`config.mk`:
```
export PLATFORM = sky130hd
export DESIGN_NAME = array_linked_list_engine_flat
export DESIGN_NICKNAME = d
export VERILOG_FILES = /design/src/rtl/core/ale_pkg.sv /design/src/rtl/core/ale_req_if.sv /design/src/rtl/core/ale_rsp_if.sv /design/src/rtl/core/array_linked_list_engine.sv /design/src/rtl/core/ale_useq.sv /design/src/rtl/core/ale_dp.sv /design/src/flat_wrapper.sv
export VERILOG_INCLUDE_DIRS = /design/src /design/src/rtl/core
export SDC_FILE = /design/constraint.sdc
export NUM_CORES = 1
export LEC_CHECK = 0
export ABC_AREA = 1
export BUFFER_PORTS_ARGS = -buffer_cell sky130_fd_sc_hd__clkbuf_2
export CORE_UTILIZATION = 50
export DETAILED_ROUTE_END_ITERATION = 10
export GPL_ROUTABILITY_DRIVEN = 0
export PLACE_DENSITY_LB_ADDON = 0.08
export SLEW_MARGIN = 20
export SYNTH_ARGS = -nofsm -noshare
export SYNTH_HDL_FRONTEND = slang
export SYNTH_SLANG_ARGS = --single-unit
export TNS_END_PERCENT = 1
```
`constraint.sdc`:
```
create_clock -name clk -period 9.1 [get_ports clk]
set_input_delay 0.91 -clock clk [delete_from_list [all_inputs] [get_ports clk]]
set_output_delay 0.91 -clock clk [all_outputs]
set_load 0.05 [all_outputs]
```
`src/rtl/core/array_linked_list_engine_defines.svh`:
```
// assertion macros for the array linked list engine
`ifndef ARRAY_LINKED_LIST_ENGINE_DEFINES_SVH
`define ARRAY_LINKED_LIST_ENGINE_DEFINES_SVH

`ifndef SYNTHESIS
`define ALE_ASSERT_IMP(lbl, clk_s, rst_s, ante, cons) \
	lbl: assert property (@(posedge clk_s) disable iff (!rst_s) (ante) |-> (cons)) \
		else $error("assertion failed");
`define ALE_ASSERT_NXT(lbl, clk_s, rst_s, ante, cons) \
	lbl: assert property (@(posedge clk_s) disable iff (!rst_s) (ante) |=> (cons)) \
		else $error("assertion failed");
`else
`define ALE_ASSERT_IMP(lbl, clk_s, rst_s, ante, cons)
`define ALE_ASSERT_NXT(lbl, clk_s, rst_s, ante, cons)
`endif

`endif

```
`src/rtl/core/ale_pkg.sv`:
```
// shared types, codes and microcode table of the array linked list engine
package ale_pkg;

	localparam int NODE_COUNT = 8;
	localparam int ADDR_W = $clog2(NODE_COUNT);
	localparam int IDX_W = $clog2(NODE_COUNT + 1);
	localparam int VAL_W = 32;
	localparam int CMD_W = 3;
	localparam int ST_W = 3;
	localparam int UPC_W = 5;

	typedef logic [IDX_W-1:0] idx_t;
	typedef logic [ADDR_W-1:0] addr_t;
	typedef logic [UPC_W-1:0] upc_t;

	localparam idx_t NIL = idx_t'(NODE_COUNT);
	localparam idx_t WALK_MAX = idx_t'(NODE_COUNT);
	localparam idx_t TAIL_MAX = idx_t'(NODE_COUNT - 1);

	localparam logic [CMD_W-1:0] CMD_INS_HEAD = 3'd0;
	localparam logic [CMD_W-1:0] CMD_INS_AFTER = 3'd1;
	localparam logic [CMD_W-1:0] CMD_INS_TAIL = 3'd2;
	localparam logic [CMD_W-1:0] CMD_DEL_HEAD = 3'd3;
	localparam logic [CMD_W-1:0] CMD_DEL_AFTER = 3'd4;
	localparam logic [CMD_W-1:0] CMD_DEL_TAIL = 3'd5;

	localparam logic [ST_W-1:0] ST_OK = 3'd0;
	localparam logic [ST_W-1:0] ST_OVERFLOW = 3'd1;
	localparam logic [ST_W-1:0] ST_UNDERFLOW = 3'd2;
	localparam logic [ST_W-1:0] ST_MISSING = 3'd3;
	localparam logic [ST_W-1:0] ST_NOTHING_AFTER = 3'd4;

	// sequencer ops
	localparam logic [2:0] OP_NEXT = 3'd0;
	localparam logic [2:0] OP_GOTO = 3'd1;
	localparam logic [2:0] OP_BRANCH = 3'd2;
	localparam logic [2:0] OP_WAIT = 3'd3;
	localparam logic [2:0] OP_DISPATCH = 3'd4;

	// condition select
	localparam logic [3:0] C_NO_ACCEPT = 4'd0;
	localparam logic [3:0] C_FREE_NIL = 4'd1;
	localparam logic [3:0] C_SEARCH_END = 4'd2;
	localparam logic [3:0] C_NO_MATCH = 4'd3;
	localparam logic [3:0] C_P_NIL = 4'd4;
	localparam logic [3:0] C_TAIL_END = 4'd5;
	localparam logic [3:0] C_LRD_VALID = 4'd6;
	localparam logic [3:0] C_CMD_DEL = 4'd7;
	localparam logic [3:0] C_PREV_NIL = 4'd8;
	localparam logic [3:0] C_OUT_BUSY = 4'd9;

	// read address select
	localparam logic [1:0] RA_NONE = 2'd0;
	localparam logic [1:0] RA_FREE = 2'd1;
	localparam logic [1:0] RA_P = 2'd2;
	localparam logic [1:0] RA_HEAD = 2'd3;

	// link write: node <- data
	localparam logic [3:0] LW_NONE = 4'd0;
	localparam logic [3:0] LW_N_HEAD = 4'd1;
	localparam logic [3:0] LW_N_P = 4'd2;
	localparam logic [3:0] LW_Q_N = 4'd3;
	localparam logic [3:0] LW_Q_LRD = 4'd4;
	localparam logic [3:0] LW_N_FREE = 4'd5;
	localparam logic [3:0] LW_N_NIL = 4'd6;
	localparam logic [3:0] LW_P_N = 4'd7;
	localparam logic [3:0] LW_Q_NIL = 4'd8;
	localparam logic [3:0] LW_P_FREE = 4'd9;

	localparam logic [1:0] N_NONE = 2'd0;
	localparam logic [1:0] N_FREE = 2'd1;
	localparam logic [1:0] N_P = 2'd2;
	localparam logic [1:0] N_HEAD = 2'd3;

	localparam logic [1:0] F_NONE = 2'd0;
	localparam logic [1:0] F_LRD = 2'd1;
	localparam logic [1:0] F_N = 2'd2;
	localparam logic [1:0] F_P = 2'd3;

	localparam logic [1:0] H_NONE = 2'd0;
	localparam logic [1:0] H_N = 2'd1;
	localparam logic [1:0] H_LRD = 2'd2;
	localparam logic [1:0] H_NIL = 2'd3;

	localparam logic [1:0] W_NONE = 2'd0;
	localparam logic [1:0] W_ADV = 2'd1;
	localparam logic [1:0] W_STEP = 2'd2;

	// microprogram steps
	localparam upc_t S_IDLE = 5'd0;
	localparam upc_t S_DISP = 5'd1;
	localparam upc_t S_IH0 = 5'd2;
	localparam upc_t S_IH1 = 5'd3;
	localparam upc_t S_SR0 = 5'd4;
	localparam upc_t S_SR1 = 5'd5;
	localparam upc_t S_FND = 5'd6;
	localparam upc_t S_IA0 = 5'd7;
	localparam upc_t S_IA1 = 5'd8;
	localparam upc_t S_IA2 = 5'd9;
	localparam upc_t S_DA0 = 5'd10;
	localparam upc_t S_DA1 = 5'd11;
	localparam upc_t S_DA2 = 5'd12;
	localparam upc_t S_IT0 = 5'd13;
	localparam upc_t S_IT1 = 5'd14;
	localparam upc_t S_TW0 = 5'd15;
	localparam upc_t S_TW1 = 5'd16;
	localparam upc_t S_TX = 5'd17;
	localparam upc_t S_IT2 = 5'd18;
	localparam upc_t S_DT0 = 5'd19;
	localparam upc_t S_DT1 = 5'd20;
	localparam upc_t S_DT2 = 5'd21;
	localparam upc_t S_DT2B = 5'd22;
	localparam upc_t S_DT3 = 5'd23;
	localparam upc_t S_DH0 = 5'd24;
	localparam upc_t S_DH1 = 5'd25;
	localparam upc_t S_OVF = 5'd26;
	localparam upc_t S_UND = 5'd27;
	localparam upc_t S_MIS = 5'd28;
	localparam upc_t S_NAF = 5'd29;
	localparam upc_t S_DONE = 5'd30;

	typedef struct packed {
		logic in_rdy;
		logic [2:0] seq_op;
		logic [3:0] csel;
		upc_t target;
		logic [1:0] rd_sel;
		logic [3:0] lw_sel;
		logic vw;
		logic [1:0] n_sel;
		logic [1:0] f_sel;
		logic [1:0] h_sel;
		logic [1:0] walk;
		logic rm_ld;
		logic st_ld;
		logic [ST_W-1:0] st_code;
		logic out_ld;
	} ctl_t;

	typedef struct packed {
		logic accept;
		logic empty;
		logic [CMD_W-1:0] cmd;
		logic free_nil;
		logic search_end;
		logic no_match;
		logic p_nil;
		logic tail_end;
		logic lrd_valid;
		logic cmd_del;
		logic prev_nil;
		logic out_busy;
	} cond_t;

	function automatic logic is_valid(input idx_t i);
		return i < NIL;
	endfunction

	function automatic upc_t dispatch(input logic [CMD_W-1:0] cmd, input logic empty);
		upc_t s;
		case (cmd)
			CMD_INS_HEAD: s = S_IH0;
			CMD_INS_AFTER: s = empty ? S_IH0 : S_SR0;
			CMD_INS_TAIL: s = empty ? S_IH0 : S_IT0;
			CMD_DEL_HEAD: s = empty ? S_UND : S_DH0;
			CMD_DEL_AFTER: s = empty ? S_UND : S_SR0;
			CMD_DEL_TAIL: s = empty ? S_UND : S_TW0;
			default: s = S_DONE;
		endcase
		return s;
	endfunction

	function automatic ctl_t ucode(input upc_t step);
		ctl_t w;
		w = '0;
		case (step)
			S_IDLE: begin
				w.in_rdy = 1'b1;
				w.seq_op = OP_WAIT;
				w.csel = C_NO_ACCEPT;
				w.target = S_DISP;
			end
			S_DISP: begin
				w.seq_op = OP_DISPATCH;
			end
			S_IH0: begin
				w.rd_sel = RA_FREE;
				w.n_sel = N_FREE;
				w.seq_op = OP_BRANCH;
				w.csel = C_FREE_NIL;
				w.target = S_OVF;
			end
			S_IH1: begin
				w.f_sel = F_LRD;
				w.vw = 1'b1;
				w.lw_sel = LW_N_HEAD;
				w.h_sel = H_N;
				w.seq_op = OP_GOTO;
				w.target = S_DONE;
			end
			S_SR0: begin
				w.rd_sel = RA_P;
				w.seq_op = OP_BRANCH;
				w.csel = C_SEARCH_END;
				w.target = S_MIS;
			end
			S_SR1: begin
				w.walk = W_ADV;
				w.seq_op = OP_BRANCH;
				w.csel = C_NO_MATCH;
				w.target = S_SR0;
			end
			S_FND: begin
				w.seq_op = OP_BRANCH;
				w.csel = C_CMD_DEL;
				w.target = S_DA0;
			end
			S_IA0: begin
				w.rd_sel = RA_FREE;
				w.n_sel = N_FREE;
				w.seq_op = OP_BRANCH;
				w.csel = C_FREE_NIL;
				w.target = S_OVF;
			end
			S_IA1: begin
				w.f_sel = F_LRD;
				w.vw = 1'b1;
				w.lw_sel = LW_N_P;
			end
			S_IA2: begin
				w.lw_sel = LW_Q_N;
				w.seq_op = OP_GOTO;
				w.target = S_DONE;
			end
			S_DA0: begin
				w.rd_sel = RA_P;
				w.n_sel = N_P;
				w.seq_op = OP_BRANCH;
				w.csel = C_P_NIL;
				w.target = S_NAF;
			end
			S_DA1: begin
				w.rm_ld = 1'b1;
				w.lw_sel = LW_Q_LRD;
			end
			S_DA2: begin
				w.lw_sel = LW_N_FREE;
				w.f_sel = F_N;
				w.seq_op = OP_GOTO;
				w.target = S_DONE;
			end
			S_IT0: begin
				w.rd_sel = RA_FREE;
				w.n_sel = N_FREE;
				w.seq_op = OP_BRANCH;
				w.csel = C_FREE_NIL;
				w.target = S_OVF;
			end
			S_IT1: begin
				w.f_sel = F_LRD;
				w.vw = 1'b1;
				w.lw_sel = LW_N_NIL;
			end
			S_TW0: begin
				w.rd_sel = RA_P;
				w.seq_op = OP_BRANCH;
				w.csel = C_TAIL_END;
				w.target = S_TX;
			end
			S_TW1: begin
				w.walk = W_STEP;
				w.seq_op = OP_BRANCH;
				w.csel = C_LRD_VALID;
				w.target = S_TW0;
			end
			S_TX: begin
				w.seq_op = OP_BRANCH;
				w.csel = C_CMD_DEL;
				w.target = S_DT0;
			end
			S_IT2: begin
				w.lw_sel = LW_P_N;
				w.seq_op = OP_GOTO;
				w.target = S_DONE;
			end
			S_DT0: begin
				w.rd_sel = RA_P;
			end
			S_DT1: begin
				w.rm_ld = 1'b1;
				w.seq_op = OP_BRANCH;
				w.csel = C_PREV_NIL;
				w.target = S_DT2B;
			end
			S_DT2: begin
				w.lw_sel = LW_Q_NIL;
				w.seq_op = OP_GOTO;
				w.target = S_DT3;
			end
			S_DT2B: begin
				w.h_sel = H_NIL;
			end
			S_DT3: begin
				w.lw_sel = LW_P_FREE;
				w.f_sel = F_P;
				w.seq_op = OP_GOTO;
				w.target = S_DONE;
			end
			S_DH0: begin
				w.rd_sel = RA_HEAD;
				w.n_sel = N_HEAD;
			end
			S_DH1: begin
				w.h_sel = H_LRD;
				w.rm_ld = 1'b1;
				w.lw_sel = LW_N_FREE;
				w.f_sel = F_N;
				w.seq_op = OP_GOTO;
				w.target = S_DONE;
			end
			S_OVF: begin
				w.st_ld = 1'b1;
				w.st_code = ST_OVERFLOW;
				w.seq_op = OP_GOTO;
				w.target = S_DONE;
			end
			S_UND: begin
				w.st_ld = 1'b1;
				w.st_code = ST_UNDERFLOW;
				w.seq_op = OP_GOTO;
				w.target = S_DONE;
			end
			S_MIS: begin
				w.st_ld = 1'b1;
				w.st_code = ST_MISSING;
				w.seq_op = OP_GOTO;
				w.target = S_DONE;
			end
			S_NAF: begin
				w.st_ld = 1'b1;
				w.st_code = ST_NOTHING_AFTER;
				w.seq_op = OP_GOTO;
				w.target = S_DONE;
			end
			S_DONE: begin
				w.out_ld = 1'b1;
				w.seq_op = OP_WAIT;
				w.csel = C_OUT_BUSY;
				w.target = S_IDLE;
			end
			default: begin
				w.seq_op = OP_GOTO;
				w.target = S_IDLE;
			end
		endcase
		return w;
	endfunction

endpackage

```
`src/rtl/core/ale_req_if.sv`:
```
// command channel of the array linked list engine
interface ale_req_if;
	logic valid;
	logic ready;
	logic [ale_pkg::CMD_W-1:0] command;
	logic signed [ale_pkg::VAL_W-1:0] item_value;
	logic signed [ale_pkg::VAL_W-1:0] reference_value;

	modport source(output valid, command, item_value, reference_value, input ready);
	modport sink(input valid, command, item_value, reference_value, output ready);
endinterface

```
`src/rtl/core/ale_rsp_if.sv`:
```
// result channel of the array linked list engine
interface ale_rsp_if;
	logic valid;
	logic ready;
	logic signed [ale_pkg::VAL_W-1:0] removed_value;
	logic [ale_pkg::ST_W-1:0] status;

	modport source(output valid, removed_value, status, input ready);
	modport sink(input valid, removed_value, status, output ready);
endinterface

```
`src/rtl/core/array_linked_list_engine.sv`:
```
// one item in flight: the engine takes no new item until the result of the last one has loaded
// search and tail walks take two microcode steps per node, one pool read each
// next item is taken in idle, in the cycle after the result loads
// a result not yet taken holds the program in its last step and stalls the input
// reset: list empty, every node on the free list, link valid bits cleared at once, ready low
// top level of the array linked list engine
module array_linked_list_engine (
	input logic clk,
	input logic arst_n,
	ale_req_if.sink req,
	ale_rsp_if.source rsp
);

	ale_pkg::ctl_t ctl;
	ale_pkg::cond_t cond;

	ale_useq u_useq (
		.clk(clk),
		.arst_n(arst_n),
		.cond(cond),
		.ctl(ctl)
	);

	ale_dp u_dp (
		.clk(clk),
		.arst_n(arst_n),
		.ctl(ctl),
		.cond(cond),
		.req(req),
		.rsp(rsp)
	);

endmodule

```
`src/rtl/core/ale_useq.sv`:
```
// microcode sequencer: step counter, control store and jump logic
module ale_useq (
	input logic clk,
	input logic arst_n,
	input ale_pkg::cond_t cond,
	output ale_pkg::ctl_t ctl
);

	ale_pkg::upc_t upc_q;
	ale_pkg::upc_t upc_nxt;
	logic c;

	always_comb begin
		ctl = ale_pkg::ucode(upc_q);
	end

	always_comb begin
		case (ctl.csel)
			ale_pkg::C_NO_ACCEPT: c = !cond.accept;
			ale_pkg::C_FREE_NIL: c = cond.free_nil;
			ale_pkg::C_SEARCH_END: c = cond.search_end;
			ale_pkg::C_NO_MATCH: c = cond.no_match;
			ale_pkg::C_P_NIL: c = cond.p_nil;
			ale_pkg::C_TAIL_END: c = cond.tail_end;
			ale_pkg::C_LRD_VALID: c = cond.lrd_valid;
			ale_pkg::C_CMD_DEL: c = cond.cmd_del;
			ale_pkg::C_PREV_NIL: c = cond.prev_nil;
			ale_pkg::C_OUT_BUSY: c = cond.out_busy;
			default: c = 1'b0;
		endcase
	end

	always_comb begin
		case (ctl.seq_op)
			ale_pkg::OP_NEXT: upc_nxt = upc_q + ale_pkg::upc_t'(1);
			ale_pkg::OP_GOTO: upc_nxt = ctl.target;
			ale_pkg::OP_BRANCH: upc_nxt = c ? ctl.target : upc_q + ale_pkg::upc_t'(1);
			ale_pkg::OP_WAIT: upc_nxt = c ? upc_q : ctl.target;
			ale_pkg::OP_DISPATCH: upc_nxt = ale_pkg::dispatch(cond.cmd, cond.empty);
			default: upc_nxt = ale_pkg::S_IDLE;
		endcase
	end

	always_ff @(posedge clk or negedge arst_n) begin
		if (!arst_n) begin
			upc_q <= ale_pkg::S_IDLE;
		end else begin
			upc_q <= upc_nxt;
		end
	end

endmodule

```
`src/rtl/core/ale_dp.sv`:
```
// datapath: node pool memories, list pointers, walk registers and result register
`include "array_linked_list_engine_defines.svh"

module ale_dp (
	input logic clk,
	input logic arst_n,
	input ale_pkg::ctl_t ctl,
	output ale_pkg::cond_t cond,
	ale_req_if.sink req,
	ale_rsp_if.source rsp
);

	logic [ale_pkg::VAL_W-1:0] val_mem_q [ale_pkg::NODE_COUNT];
	ale_pkg::idx_t link_mem_q [ale_pkg::NODE_COUNT];
	logic [ale_pkg::NODE_COUNT-1:0] link_vld_q;

	ale_pkg::idx_t head_q;
	ale_pkg::idx_t free_q;
	ale_pkg::idx_t p_q;
	ale_pkg::idx_t prev_q;
	ale_pkg::idx_t node_q;
	ale_pkg::idx_t k_q;
	ale_pkg::idx_t lrd_q;
	logic [ale_pkg::VAL_W-1:0] vrd_q;

	logic [ale_pkg::CMD_W-1:0] cmd_q;
	logic [ale_pkg::VAL_W-1:0] item_q;
	logic [ale_pkg::VAL_W-1:0] ref_q;
	logic [ale_pkg::VAL_W-1:0] removed_q;
	logic [ale_pkg::ST_W-1:0] status_q;

	logic out_valid_q;
	logic [ale_pkg::VAL_W-1:0] out_removed_q;
	logic [ale_pkg::ST_W-1:0] out_status_q;

	logic in_rdy;
	logic acc;
	logic out_busy;
	logic out_load;
	ale_pkg::idx_t rd_idx;
	ale_pkg::addr_t rd_addr;
	logic rd_en;
	ale_pkg::idx_t wr_idx;
	ale_pkg::idx_t wr_data;
	ale_pkg::addr_t wr_addr;
	logic lw_en;
	logic vw_en;

	// no item is taken while reset is asserted
	assign in_rdy = ctl.in_rdy && arst_n;
	assign req.ready = in_rdy;
	assign acc = req.valid && in_rdy;
	assign out_busy = out_valid_q && !rsp.ready;
	assign out_load = ctl.out_ld && !out_busy;

	assign rsp.valid = out_valid_q;
	assign rsp.removed_value = out_removed_q;
	assign rsp.status = out_status_q;

	always_comb begin
		cond.accept = acc;
		cond.empty = !ale_pkg::is_valid(head_q);
		cond.cmd = cmd_q;
		cond.free_nil = !ale_pkg::is_valid(free_q);
		cond.search_end = (k_q == ale_pkg::WALK_MAX) || !ale_pkg::is_valid(p_q);
		cond.no_match = vrd_q != ref_q;
		cond.p_nil = !ale_pkg::is_valid(p_q);
		cond.tail_end = k_q == ale_pkg::TAIL_MAX;
		cond.lrd_valid = ale_pkg::is_valid(lrd_q);
		cond.cmd_del = (cmd_q == ale_pkg::CMD_DEL_AFTER) || (cmd_q == ale_pkg::CMD_DEL_TAIL);
		cond.prev_nil = !ale_pkg::is_valid(prev_q);
		cond.out_busy = out_busy;
	end

	// memory read port
	always_comb begin
		case (ctl.rd_sel)
			ale_pkg::RA_FREE: rd_idx = free_q;
			ale_pkg::RA_P: rd_idx = p_q;
			ale_pkg::RA_HEAD: rd_idx = head_q;
			default: rd_idx = ale_pkg::NIL;
		endcase
	end

	assign rd_en = ale_pkg::is_valid(rd_idx);
	assign rd_addr = rd_idx[ale_pkg::ADDR_W-1:0];

	// link write port
	always_comb begin
		case (ctl.lw_sel)
			ale_pkg::LW_N_HEAD: begin
				wr_idx = node_q;
				wr_data = head_q;
			end
			ale_pkg::LW_N_P: begin
				wr_idx = node_q;
				wr_data = p_q;
			end
			ale_pkg::LW_Q_N: begin
				wr_idx = prev_q;
				wr_data = node_q;
			end
			ale_pkg::LW_Q_LRD: begin
				wr_idx = prev_q;
				wr_data = lrd_q;
			end
			ale_pkg::LW_N_FREE: begin
				wr_idx = node_q;
				wr_data = free_q;
			end
			ale_pkg::LW_N_NIL: begin
				wr_idx = node_q;
				wr_data = ale_pkg::NIL;
			end
			ale_pkg::LW_P_N: begin
				wr_idx = p_q;
				wr_data = node_q;
			end
			ale_pkg::LW_Q_NIL: begin
				wr_idx = prev_q;
				wr_data = ale_pkg::NIL;
			end
			ale_pkg::LW_P_FREE: begin
				wr_idx = p_q;
				wr_data = free_q;
			end
			default: begin
				wr_idx = ale_pkg::NIL;
				wr_data = ale_pkg::NIL;
			end
		endcase
	end

	assign lw_en = ale_pkg::is_valid(wr_idx);
	assign wr_addr = wr_idx[ale_pkg::ADDR_W-1:0];
	assign vw_en = ctl.vw && ale_pkg::is_valid(node_q);

	// node pool; a link never written reads as its reset chain value
	always_ff @(posedge clk) begin
		if (rd_en) begin
			vrd_q <= val_mem_q[rd_addr];
			lrd_q <= link_vld_q[rd_addr] ? link_mem_q[rd_addr]
				: ale_pkg::idx_t'(rd_addr) + ale_pkg::idx_t'(1);
		end
		if (lw_en) begin
			link_mem_q[wr_addr] <= wr_data;
		end
		if (vw_en) begin
			val_mem_q[node_q[ale_pkg::ADDR_W-1:0]] <= item_q;
		end
	end

	always_ff @(posedge clk or negedge arst_n) begin
		if (!arst_n) begin
			link_vld_q <= '0;
			head_q <= ale_pkg::NIL;
			free_q <= '0;
			out_valid_q <= 1'b0;
		end else begin
			if (lw_en) begin
				link_vld_q[wr_addr] <= 1'b1;
			end
			case (ctl.h_sel)
				ale_pkg::H_N: head_q <= node_q;
				ale_pkg::H_LRD: head_q <= lrd_q;
				ale_pkg::H_NIL: head_q <= ale_pkg::NIL;
				default: head_q <= head_q;
			endcase
			case (ctl.f_sel)
				ale_pkg::F_LRD: free_q <= lrd_q;
				ale_pkg::F_N: free_q <= node_q;
				ale_pkg::F_P: free_q <= p_q;
				default: free_q <= free_q;
			endcase
			if (out_load) begin
				out_valid_q <= 1'b1;
			end else if (rsp.ready) begin
				out_valid_q <= 1'b0;
			end
		end
	end

	always_ff @(posedge clk) begin
		if (acc) begin
			cmd_q <= req.command;
			item_q <= req.item_value;
			ref_q <= req.reference_value;
			p_q <= head_q;
			prev_q <= ale_pkg::NIL;
			k_q <= '0;
			removed_q <= '0;
			status_q <= ale_pkg::ST_OK;
		end else begin
			case (ctl.walk)
				ale_pkg::W_ADV: begin
					prev_q <= p_q;
					p_q <= lrd_q;
					k_q <= k_q + ale_pkg::idx_t'(1);
				end
				ale_pkg::W_STEP: begin
					if (ale_pkg::is_valid(lrd_q)) begin
						prev_q <= p_q;
						p_q <= lrd_q;
					end
					k_q <= k_q + ale_pkg::idx_t'(1);
				end
				default: begin
				end
			endcase
			if (ctl.rm_ld) begin
				removed_q <= vrd_q;
			end
			if (ctl.st_ld) begin
				status_q <= ctl.st_code;
			end
		end
		case (ctl.n_sel)
			ale_pkg::N_FREE: node_q <= free_q;
			ale_pkg::N_P: node_q <= p_q;
			ale_pkg::N_HEAD: node_q <= head_q;
			default: node_q <= node_q;
		endcase
		if (out_load) begin
			out_removed_q <= removed_q;
			out_status_q <= status_q;
		end
	end

	`ALE_ASSERT_IMP(a_free_not_head, clk, arst_n, ale_pkg::is_valid(free_q), free_q != head_q)
	`ALE_ASSERT_IMP(a_err_no_value, clk, arst_n, out_valid_q && (out_status_q != ale_pkg::ST_OK), out_removed_q == '0)
	`ALE_ASSERT_NXT(a_one_item, clk, arst_n, acc, !req.ready)

endmodule

```
`src/flat_wrapper.sv`:
```
// flat-port wrapper written by rule: the top's interface ports become plain ports
module array_linked_list_engine_flat 
  (clk, arst_n, req_valid, req_command, req_item_value, req_reference_value, req_ready, rsp_valid, rsp_removed_value, rsp_status, rsp_ready);
  ale_req_if req_i ();
  ale_rsp_if rsp_i ();
  input logic clk;
  input logic arst_n;
  input wire logic [$bits(req_i.valid)-1:0] req_valid;
  input wire logic [$bits(req_i.command)-1:0] req_command;
  input wire logic [$bits(req_i.item_value)-1:0] req_item_value;
  input wire logic [$bits(req_i.reference_value)-1:0] req_reference_value;
  output wire logic [$bits(req_i.ready)-1:0] req_ready;
  output wire logic [$bits(rsp_i.valid)-1:0] rsp_valid;
  output wire logic [$bits(rsp_i.removed_value)-1:0] rsp_removed_value;
  output wire logic [$bits(rsp_i.status)-1:0] rsp_status;
  input wire logic [$bits(rsp_i.ready)-1:0] rsp_ready;
  assign req_i.valid = req_valid;
  assign req_i.command = req_command;
  assign req_i.item_value = req_item_value;
  assign req_i.reference_value = req_reference_value;
  assign req_ready = req_i.ready;
  assign rsp_valid = rsp_i.valid;
  assign rsp_removed_value = rsp_i.removed_value;
  assign rsp_status = rsp_i.status;
  assign rsp_i.ready = rsp_ready;
  array_linked_list_engine u_core (.clk(clk), .arst_n(arst_n), .req(req_i), .rsp(rsp_i));
endmodule
```
==> run metrics, run 1 <==
Yosys warnings=0; max_cap viols=0; library cells used by synthesis=50; Tcrit/Tclk final=46.4%; Worst setup SP type=flip-flop; hold_buf cts=0; outcome=finished with violations; fin cells=2494; max-slew violations=0; # DRC=12; syn_area_per_cell=11.5 sq um; Worst Skew=0.0235 ns; Period minus WS final=4.22 ns; Final setup viols=0; HP Class=input pin to async pin; Crit. Startpoint=u_core.u_useq.upc_q[4]; H-tree Lvls=2; worst slew pin tran=1.02 ns; IR Drop Worst-Case VDD=187 uV; cell area after synthesis=21000 sq um; DPL Wire Length=28700 microns; met1 Resource Use GR=32.0%; CTS tree=yes; failing checks=DRC; PwrDens=377 nW/um^2; initial antenna violation count=0; Worst Setup EP=u_core.u_dp.vrd_q[16]; CP Max Fanout=68; Num CTS Buffers=52; Congestion Overflow GR=0; drt first pass iters=11; Async SR Flop Fraction=4.41%; synth top area cells=edfxtp_1 (62%), nand2_1 (6.9%), dfxtp_1 (4.1%); setup ws final=4.88 ns; r2r endpoint=u_core.u_dp.vrd_q[16]; cell taking the most area after synthesis=edfxtp_1; Critical Path End Type=flip-flop; Tot GR Track Use=22.4%; Worst R2R Setup Slack=4.88 ns; Synthesized Nets=1896; synthesized flop and latch total=499; die height=207 microns; ratio of cells with drive above 1 in the final layout=16.3%; std cell rows=74; GR Layer Usage met2=34.3%; Root Buffer=clkbuf_16; largest net degree at the start of global routing=81; clk slew on worst S/H paths=0.06 ns; count leader, synth=edfxtp_1; critical path type=flip-flop to flip-flop; Core Area=41100 sq um; final setup TNS=0 ns; Commonest cells post-synth=edfxtp_1 (434), nand2_1 (383), inv_1 (163); Synth Flop Type=edfxtp_1; number of synthesized flops with an enable pin=434; die width=207 microns; IO Pins=108; Worst slew margin=31.7%; Leak=9.20 nW; Num Clock Sinks=499; f_max=237 MHz; post-CTS sizing=0; Reg2Reg Depth=14; First DRT Iteration DRCs=1062; latest clock arrival within the worst-skew pair=0.60 ns; Reg2Reg Launch Point=u_core.u_useq.upc_q[4]; # Post-CTS Setup Buffers=0; first-pass GRT wire length=71900 microns; routed vias=13500; crit path DAT=4.58 ns; worst endpoint required time=9.45 ns; DR vias/cell=5.40; fill count=3400; Final nets=2005; GRT met3 Usage=4.40%; CTS max path bufs=3; grt peak-use layer=met2; ANT nets after route=0; Placed Cells=2402; Area Overhead vs Synth=12.8%; total power=8.90 mW; final hold vios=0; Buffers on Ports=107; Util after Layout=57.5%; ANT cells=0; wire per inst=18.8 microns; vias in the first global route=12700; worst slack, placed=4.92 ns; Post-Syn Instances=1815; initial core utilization=51.0%; RSZ-0062 raised after global routing=false; Yosys top cell area share=62.2%; register area share after synthesis=69.0%; die footprint=42700 sq um; final WL=46900 microns
layer usage:
| metal | up-vias | wire length, microns |
|---|---|---|
| met1 | 6356 | 21600 |
| met2 | 507 | 20700 |
| li1 | 6507 | - |
| met4 | 0 | 1180 |
| met3 | 91 | 3530 |
| met5 | - | 0 |
logic make-up (layout without fill, tap and decap cells):
family / count (synthesis) / count (layout) / share of synthesized area (%)
compound gates: 336 / 336 / 9.24
simple gates: 698 / 698 / 14.8
xor+xnor: 32 / 32 / 1.34
fa+ha+maj: 10 / 10 / 0.597
flops: 499 / 499 / 69.0
buf+inv: 240 / 387 / 5.08
power by group:
part / switching (mW) / leakage [nW] / internal [mW]
combinational: 2.37 / 3.83 / 1.05
sequential: 0.304 / 4.55 / 3.09
clock: 0.859 / 0.817 / 1.23
total: 3.54 / 9.20 / 5.37
worst min path at each step:
stage                                              to  slack (ns)  depth (start not counted)
floorplan            u_core.u_dp.rsp.removed_value[0]        0.40                          0
CTS                            u_core.u_useq.upc_q[2]        0.33                          1
finish                          u_core.u_dp.free_q[0]        0.34                          1
global placement    u_core.u_dp.rsp.removed_value[29]        0.41                          0
detailed placement  u_core.u_dp.rsp.removed_value[29]        0.41                          0
global route                    u_core.u_dp.free_q[0]        0.37                          1
sequential cells by signal, indices dropped and copies added (netlist names), 4 cells and up:
| register | flops |
|---|---|
| u_core.u_dp.prev_q | 4 |
| u_core.u_dp.item_q | 32 |
| u_core.u_dp.link_mem_q | 32 |
| u_core.u_dp.free_q | 4 |
| u_core.u_dp.ref_q | 32 |
| u_core.u_dp.node_q | 4 |
| u_core.u_dp.link_vld_q | 8 |
| u_core.u_dp.k_q | 4 |
| u_core.u_useq.upc_q | 5 |
| u_core.u_dp.val_mem_q | 256 |
| u_core.u_dp.rsp.removed_value | 32 |
| u_core.u_dp.lrd_q | 4 |
| u_core.u_dp.head_q | 4 |
| u_core.u_dp.p_q | 4 |
| u_core.u_dp.vrd_q | 32 |
| u_core.u_dp.removed_q | 32 |
through the flow:
| stage | hold slack [ns] | area, sq um |
|---|---|---|
| final | 0.345 | 23600 |
| after global routing | 0.370 | 23600 |
| after CTS | 0.326 | 23600 |
| after detailed placement | 0.410 | 22000 |
| after global placement | 0.410 | 22000 |
| after floorplan | 0.403 | 21000 |
worst max-delay path, stage by stage (launching register included):
cell	delay [ns]
dfrtp_1	0.81
nor2_2	0.17
nand2_2	0.22
nand2_2	0.12
nor3_4	0.23
nor2_2	0.09
nand2_2	0.16
nand3_4	0.38
inv_4	0.61
buf_4	0.65
nand2_1	0.11
o21ai_1	0.11
o21ai_1	0.08
nand2_1	0.09
nand2_1	0.06
layout make-up:
class / instances / area [sq um] / share of cell area [%]
clock buffers: 67 / 1400 / 5.91
clock inverters: 25 / 280 / 1.19
inverters: 170 / 647 / 2.74
multi-input cells: 1076 / 5530 / 23.4
flip-flops and latches: 499 / 14400 / 61.1
well taps: 532 / 666 / 2.82
repair buffers: 125 / 671 / 2.84
placed cells by master (no fill, tap or decap), types with 3 or more instances in the layout:
cell / synthesis / layout
nand4_1: 16 / 16
clkinv_2: 0 / 8
o21bai_1: 4 / 4
o21ai_0: 96 / 96
inv_4: 3 / 3
bufinv_16: 0 / 5
clkbuf_16: 0 / 52
nor2_4: 2 / 12
and3_1: 3 / 3
clkbuf_1: 28 / 11
nand3_2: 6 / 6
or2_2: 61 / 61
o22ai_1: 4 / 4
o221ai_1: 10 / 10
inv_1: 163 / 162
dfxtp_1: 43 / 43
xor2_1: 3 / 3
buf_4: 6 / 18
nand2_1: 383 / 383
nor2_1: 127 / 118
inv_2: 4 / 4
nor2_2: 10 / 9
nor3_2: 3 / 3
clkinv_1: 0 / 7
o211ai_1: 66 / 66
xnor2_1: 29 / 29
clkbuf_2: 0 / 107
nor3_1: 12 / 12
clkbuf_8: 0 / 4
ha_1: 10 / 10
nand3_1: 52 / 51
dfrtp_1: 21 / 21
a21oi_1: 48 / 48
edfxtp_1: 434 / 434
o21ai_1: 100 / 100
nand2_2: 11 / 11
(Power assumes the default switching activity.)
==> run 2, diff against run 1 <==
--- a/config.mk
+++ b/config.mk
@@ -6,7 +6,7 @@
 export SDC_FILE = /design/constraint.sdc
 export NUM_CORES = 1
 export LEC_CHECK = 0
-export ABC_AREA = 1
+export ABC_AREA = 0
 export BUFFER_PORTS_ARGS = -buffer_cell sky130_fd_sc_hd__clkbuf_2
 export CORE_UTILIZATION = 50
 export DETAILED_ROUTE_END_ITERATION = 10
==> constraint.sdc (replaced) <==
create_clock -name clk -period 3.6 [get_ports clk]
set_input_delay 0.36 -clock clk [delete_from_list [all_inputs] [get_ports clk]]
set_output_delay 0.36 -clock clk [all_outputs]
set_load 0.05 [all_outputs]
==> run metrics, run 2 <==
outcome=complete, no violations; syn_area_per_cell=13.5 sq um (+17%); ratio of cells with drive above 1 in the final layout=17.7% (+1.5 points); vias in the first global route=12500 (-1.5%); Commonest cells post-synth=edfxtp_1 (434), nand2_1 (259), a21oi_1 (89); Synthesized Nets=1587 (-16%); IO Pins=108 (unchanged); initial core utilization=50.8% (-0.11 points); Metal-1 WL=22100 microns (+2.5%); final setup TNS=0 ns (unchanged); most frequent cells in the layout=edfxtp_1 (434), nand2_1 (259), clkbuf_2 (107); Async SR Flop Fraction=4.41% (unchanged); Area Overhead vs Synth=19.8%; register area share after synthesis=71.2% (+2.2 points); synthesized flop and latch total=499 (unchanged); Post-Syn Instances=1506 (-17%); die width=203 microns (-1.6%); Synth Flop Type=edfxtp_1; Congestion Overflow GR=0 (unchanged); Period minus WS final=3.45 ns (-0.776 ns); largest net degree at the start of global routing=76 (-6.2%); RSZ-0062 raised after global routing=true; area of the multi-input gates=5510 sq um (-0.38%); max_cap viols=0 (unchanged); latest clock arrival within the worst-skew pair=0.59 ns (about the same); worst endpoint required time=4.06 ns (-5.39 ns); Buffers on Ports=107 (unchanged); ANT nets after route=0 (unchanged); Num Clock Sinks=499 (unchanged); DR vias/cell=5.75 (+6.5%); Largest register FFs=256 (unchanged); Yosys warnings=0 (unchanged); final hold vios=0 (unchanged); met3 wire len=3270 microns (-7.3%); CTS max path bufs=3 (unchanged); std cell rows=73 (-1.4%); ANT cells=0 (unchanged); clk slew on worst S/H paths=0.06 ns (about the same); met2 wire length=21400 microns (+3.7%); die height=203 microns (-1.6%); die footprint=41400 sq um (-3.1%); Yosys top cell area share=64.2% (+2.0 points); number of synthesized flops with an enable pin=434 (unchanged); HP Class=input pin to flip-flop; wire per inst=21.1 microns (+12%); Num CTS Buffers=52 (unchanged); Final nets=1786 (-11%); library cells used by synthesis=79 (+58%); H-tree Lvls=2 (unchanged); Final setup viols=0 (unchanged); most common cell after layout, fill and taps aside=edfxtp_1; final WL=48000 microns (+2.2%); # Post-CTS Setup Buffers=0 (unchanged); First DRT Iteration DRCs=1043 (-1.8%); Worst setup SP type=flip-flop; Worst Skew=0.0235 ns (+0.0000526 ns); IR Drop Worst-Case VDD=827 uV (+340%); total power=22.7 mW (+160%); count leader, synth=edfxtp_1; CTS tree=yes; critical path type=flip-flop to flip-flop; Tcrit/Tclk final=95.8% (+49 points); f_max=290 MHz (+23%); first-pass GRT wire length=73600 microns (+2.3%); Critical Path End Type=flip-flop; fill count=3053 (-10%); drt first pass iters=5 (-6); max layer used=met4; crit path DAT=3.91 ns (-0.67 ns); initial antenna violation count=0 (unchanged); Leak=8.48 nW (-7.8%); synth top area cells=edfxtp_1 (64%), nand2_1 (4.8%), dfxtp_1 (4.2%); PwrDens=935 nW/um^2 (+150%); max-slew violations=0 (unchanged); Tot GR Track Use=23.5% (+1.2 points); Core Area=39900 sq um (-2.9%); # DRC=0 (-12); DPL Wire Length=29300 microns (+2.3%); cell taking the most area after synthesis=edfxtp_1; Worst slew margin=38.9% (+7.2 points); cell area after synthesis=20300 sq um (-3.1%); CP Max Fanout=11 (-84%); routed vias=13100 (-3.0%); worst slew pin tran=0.916 ns (-0.108 ns); Root Buffer=clkbuf_16; register area=14400 sq um (about the same)
## run 2: what timing repair did
item                                   in CTS  in global routing
hold buffers                               67                  0
resized for setup                           0                 18
endpoints found under the hold margin      87                  0
setup endpoints to repair                   0                 54
## run 2: critical path: stages, from the launching register on
cell and delay, ns:
dfrtp_1 0.45, ha_2 0.29, buf_4 0.17, and3_1 0.19
ha_1 0.28, inv_1 0.14, o21a_1 0.22, nand3_2 0.16
a311o_1 0.37, a31oi_2 0.31, o31a_1 0.29, o221ai_1 0.16
mux2_2 0.29
## run 2: per-layer routing
metal  up-vias  global-route usage, %
met5         -                      0
li1       6099                      -
met1      6374                   35.1
met2       513                   35.4
met4         0                   7.84
met3        77                   3.53
## run 2: per-stage QoR
step | cells | setup WS [ns] | area [sq um] | hold slack [ns] | util (%)
global route | 2272 | -0.0328 | 24300 | 0.0172 | 60.9
finish | 2272 | 0.153 | 24300 | 0.0460 | 60.9
floorplan | 1506 | -0.568 | 20300 | 0.0644 | -
global placement | 2109 | 0.130 | 21800 | 0.416 | 54.7
CTS | 2272 | 0.112 | 24200 | 0.0173 | 60.8
detailed placement | 2109 | 0.120 | 21800 | 0.417 | 54.7
## run 2: worst paths after layout
kind                                           startpoint                                end  slack, ns  depth (start not counted)
worst max register to register     u_core.u_useq.upc_q[0]             u_core.u_useq.upc_q[1]       0.15                         12
worst min-delay path                   req_item_value[30]             u_core.u_dp.item_q[30]       0.05                          1
worst min register to register  u_core.u_dp.removed_q[27]  u_core.u_dp.rsp.removed_value[27]       0.42                          0
min in group asynchronous                          arst_n          u_core.u_dp.link_vld_q[5]       0.39                          3
max in group asynchronous                          arst_n              u_core.u_dp.head_q[3]       2.89                          3
worst max-delay path               u_core.u_useq.upc_q[0]             u_core.u_useq.upc_q[1]       0.15                         12
## run 2: power breakdown
group / switching (mW) / leakage, nW / total, mW / internal, mW
sequential: 0.856 / 4.56 / 8.62 / 7.76
clock: 2.15 / 0.851 / 5.31 / 3.16
combinational: 5.47 / 3.07 / 8.81 / 3.34
## run 2: cells by family after synthesis
| family | count (synthesis) | share of synthesized area (%) |
|---|---|---|
| DFF | 499 | 71.2 |
| xor gates and xnor gates | 42 | 1.81 |
| muxes | 41 | 2.15 |
| adders and majority gates | 10 | 0.616 |
| AOI/OAI and AO/OA | 321 | 11.1 |
| and+or+nand+nor | 479 | 10.5 |
| buffers and inverters | 114 | 2.63 |
## run 2: final cells by class
class / instances / area share, %
clock buffer: 72 / 6.08
timing repair buffer: 239 / 7.79
multi-input combinational: 893 / 22.6
tap: 525 / 2.70
clock inverter: 24 / 1.04
sequential: 499 / 59.4
inverter: 20 / 0.324
==> run 3, diff against run 2 <==
--- a/config.mk
+++ b/config.mk
@@ -8,6 +8,7 @@
 export LEC_CHECK = 0
 export ABC_AREA = 0
 export BUFFER_PORTS_ARGS = -buffer_cell sky130_fd_sc_hd__clkbuf_2
+export CORE_ASPECT_RATIO = 0.75
 export CORE_UTILIZATION = 50
 export DETAILED_ROUTE_END_ITERATION = 10
 export GPL_ROUTABILITY_DRIVEN = 0
==> run metrics, run 3 (same netlist as run 2, synthesis figures left out) <==
outcome=complete, no violations; largest net degree at the start of global routing=117 (+54%); f_max=293 MHz (+1.1%); ratio of cells with drive above 1 in the final layout=17.5% (-0.27 points); critical path's largest stage delay=0.46 ns (about the same); Num CTS Buffers=48 (-7.7%); Area Overhead vs Synth=18.9%; Final setup viols=0 (unchanged); wire per inst=21.9 microns (+3.9%); most common cell after layout, fill and taps aside=edfxtp_1; Layout Cell Area excl Fill=24100 sq um (-0.78%); first-pass GRT wire length=76400 microns (+3.8%); Critical Path End Type=flip-flop; Buffers on Ports=107 (unchanged); vias in the first global route=12600 (+0.41%); fin cells=2254 (-0.79%); Congestion Overflow GR=0 (unchanged); final hold vios=0 (unchanged); DPL Wire Length=29200 microns (-0.52%); die width=235 microns (+15%); ANT cells=0 (unchanged); # Post-CTS Setup Buffers=0 (unchanged); clk slew on worst S/H paths=0.06 ns (about the same); PwrDens=936 nW/um^2 (+0.11%); Root Buffer=clkbuf_16; HP Class=input pin to flip-flop; IR Drop Worst-Case VDD=632 uV (-24%); Core Area=39700 sq um (-0.47%); Util after Layout=60.7% (-0.19 points); ANT nets after route=0 (unchanged); initial antenna violation count=0 (unchanged); crit path DAT=3.66 ns (-0.25 ns); CTS max path bufs=3 (unchanged); First DRT Iteration DRCs=1373 (+32%); total power=22.6 mW (-0.67%); critical path's slowest cell=dfrtp_1; Worst slew margin=49.1% (+10 points); Largest register FFs=256 (unchanged); final WL=49400 microns (+3.0%); Worst setup SP type=flip-flop; RSZ-0062 raised after global routing=false; Placed Cells=2101 (-0.38%); initial core utilization=51.1% (+0.24 points); DP Area=21800 sq um (about the same); Tot GR Track Use=24.1% (+0.55 points); critical path type=flip-flop to flip-flop; Tcrit/Tclk final=94.7% (-1.1 points); H-tree Lvls=2 (unchanged); max-slew violations=0 (unchanged); CTS tree=yes; worst endpoint required time=3.85 ns (-0.21 ns); die height=176 microns (-13%); Period minus WS final=3.41 ns (-0.0383 ns); Num Clock Sinks=499 (unchanged); Worst Skew=0.0165 ns (-0.00709 ns); drt first pass iters=5 (unchanged); Leak=8.40 nW (-1.0%); max_cap viols=0 (unchanged); Final nets=1776 (-0.56%); # DRC=0 (unchanged); die footprint=41400 sq um (about the same); CP Max Fanout=17 (+6); worst-path cell chain=inv_1, ha_2, and3b_1, o21ai_2, o2111ai_2, nand2_1, mux2i_2, a221o_1, or2_1, nor2_2; worst slew pin tran=0.760 ns (-0.156 ns); IO Pins=108 (unchanged); routed vias=13000 (-0.34%); most frequent cells in the layout=edfxtp_1 (434), nand2_1 (259), clkbuf_2 (107); std cell rows=63 (-14%); latest clock arrival within the worst-skew pair=0.56 ns (-0.03 ns); final setup TNS=0 ns (unchanged); DR vias/cell=5.78 (+0.46%)
[run 3: changes by cell type in the layout (fill, tap and decap cells not counted), moves of 2 or more]
cell / previous run / this run
dlygate4sd3_1: 67 / 64
clkbuf_16: 53 / 51
buf_4: 49 / 45
clkinv_1: 9 / 5
ha_2: 1 / 4
ha_1: 9 / 6
clkbuf_8: 8 / 2
clkbuf_1: 11 / 14
[run 3: what timing repair did]
action	in CTS	in global routing
resized for setup	3	14
hold buffers	61	3
endpoints found under the setup margin	18	65
hold endpoints to repair	81	3
[run 3: critical path, delay by kind of cell (launching register included)]
family                     cells  cell delay, ns
adders and majority gates      1            0.33
and+or+nand+nor                4            1.07
muxes                          1            0.13
AOI/OAI and AO/OA              3            1.00
DFF                            1            0.46
buffers and inverters          1            0.12
[run 3: through the flow]
step | hold WS (ns) | setup slack (ns)
global placement | 0.414 | 0.143
global route | 0.000225 | 0.00887
finish | 0.0180 | 0.191
floorplan | 0.0644 | -0.568
detailed placement | 0.414 | -0.0408
CTS | 0.000542 | -0.0191
[run 3: cell type report]
cell class,instances,area [sq um]
Tap cell,520,651
Timing Repair Buffer,233,1850
Clock inverter,22,250
Inverter,20,75.1
Clock buffer,67,1360
Sequential cell,499,14400
Multi-Input combinational cell,893,5490
Fill cell,3071,15600
[run 3: worst paths after layout]
| kind | to | slack (ns) | from | cells past startpoint |
|---|---|---|---|---|
| setup / recovery | u_core.u_dp.link_mem_q[2][2] | 0.19 | u_core.u_useq.upc_q[0] | 10 |
| hold / removal | u_core.u_dp.item_q[27] | 0.02 | req_item_value[27] | 1 |
| setup reg to reg | u_core.u_dp.link_mem_q[2][2] | 0.19 | u_core.u_useq.upc_q[0] | 10 |
| hold reg to reg | u_core.u_dp.rsp.removed_value[16] | 0.43 | u_core.u_dp.removed_q[16] | 0 |
| max in group asynchronous | u_core.u_dp.head_q[3] | 2.91 | arst_n | 3 |
| min in group asynchronous | u_core.u_dp.link_vld_q[3] | 0.40 | arst_n | 3 |
[run 3: per-layer routing]
layer / vias up / track usage [%] / routed length, microns
li1: 6100 / - / -
met1: 6378 / 37.7 / 24100
met2: 466 / 35.0 / 21100
met3: 75 / 4.33 / 3440
met4: 0 / 4.85 / 824
met5: - / 0 / 0
[run 3: report_power, final]
part | leakage, nW | internal (mW) | switching (mW)
combinational | 3.05 | 3.31 | 5.53
clock | 0.783 | 3.00 | 2.09
sequential | 4.56 | 7.76 | 0.914
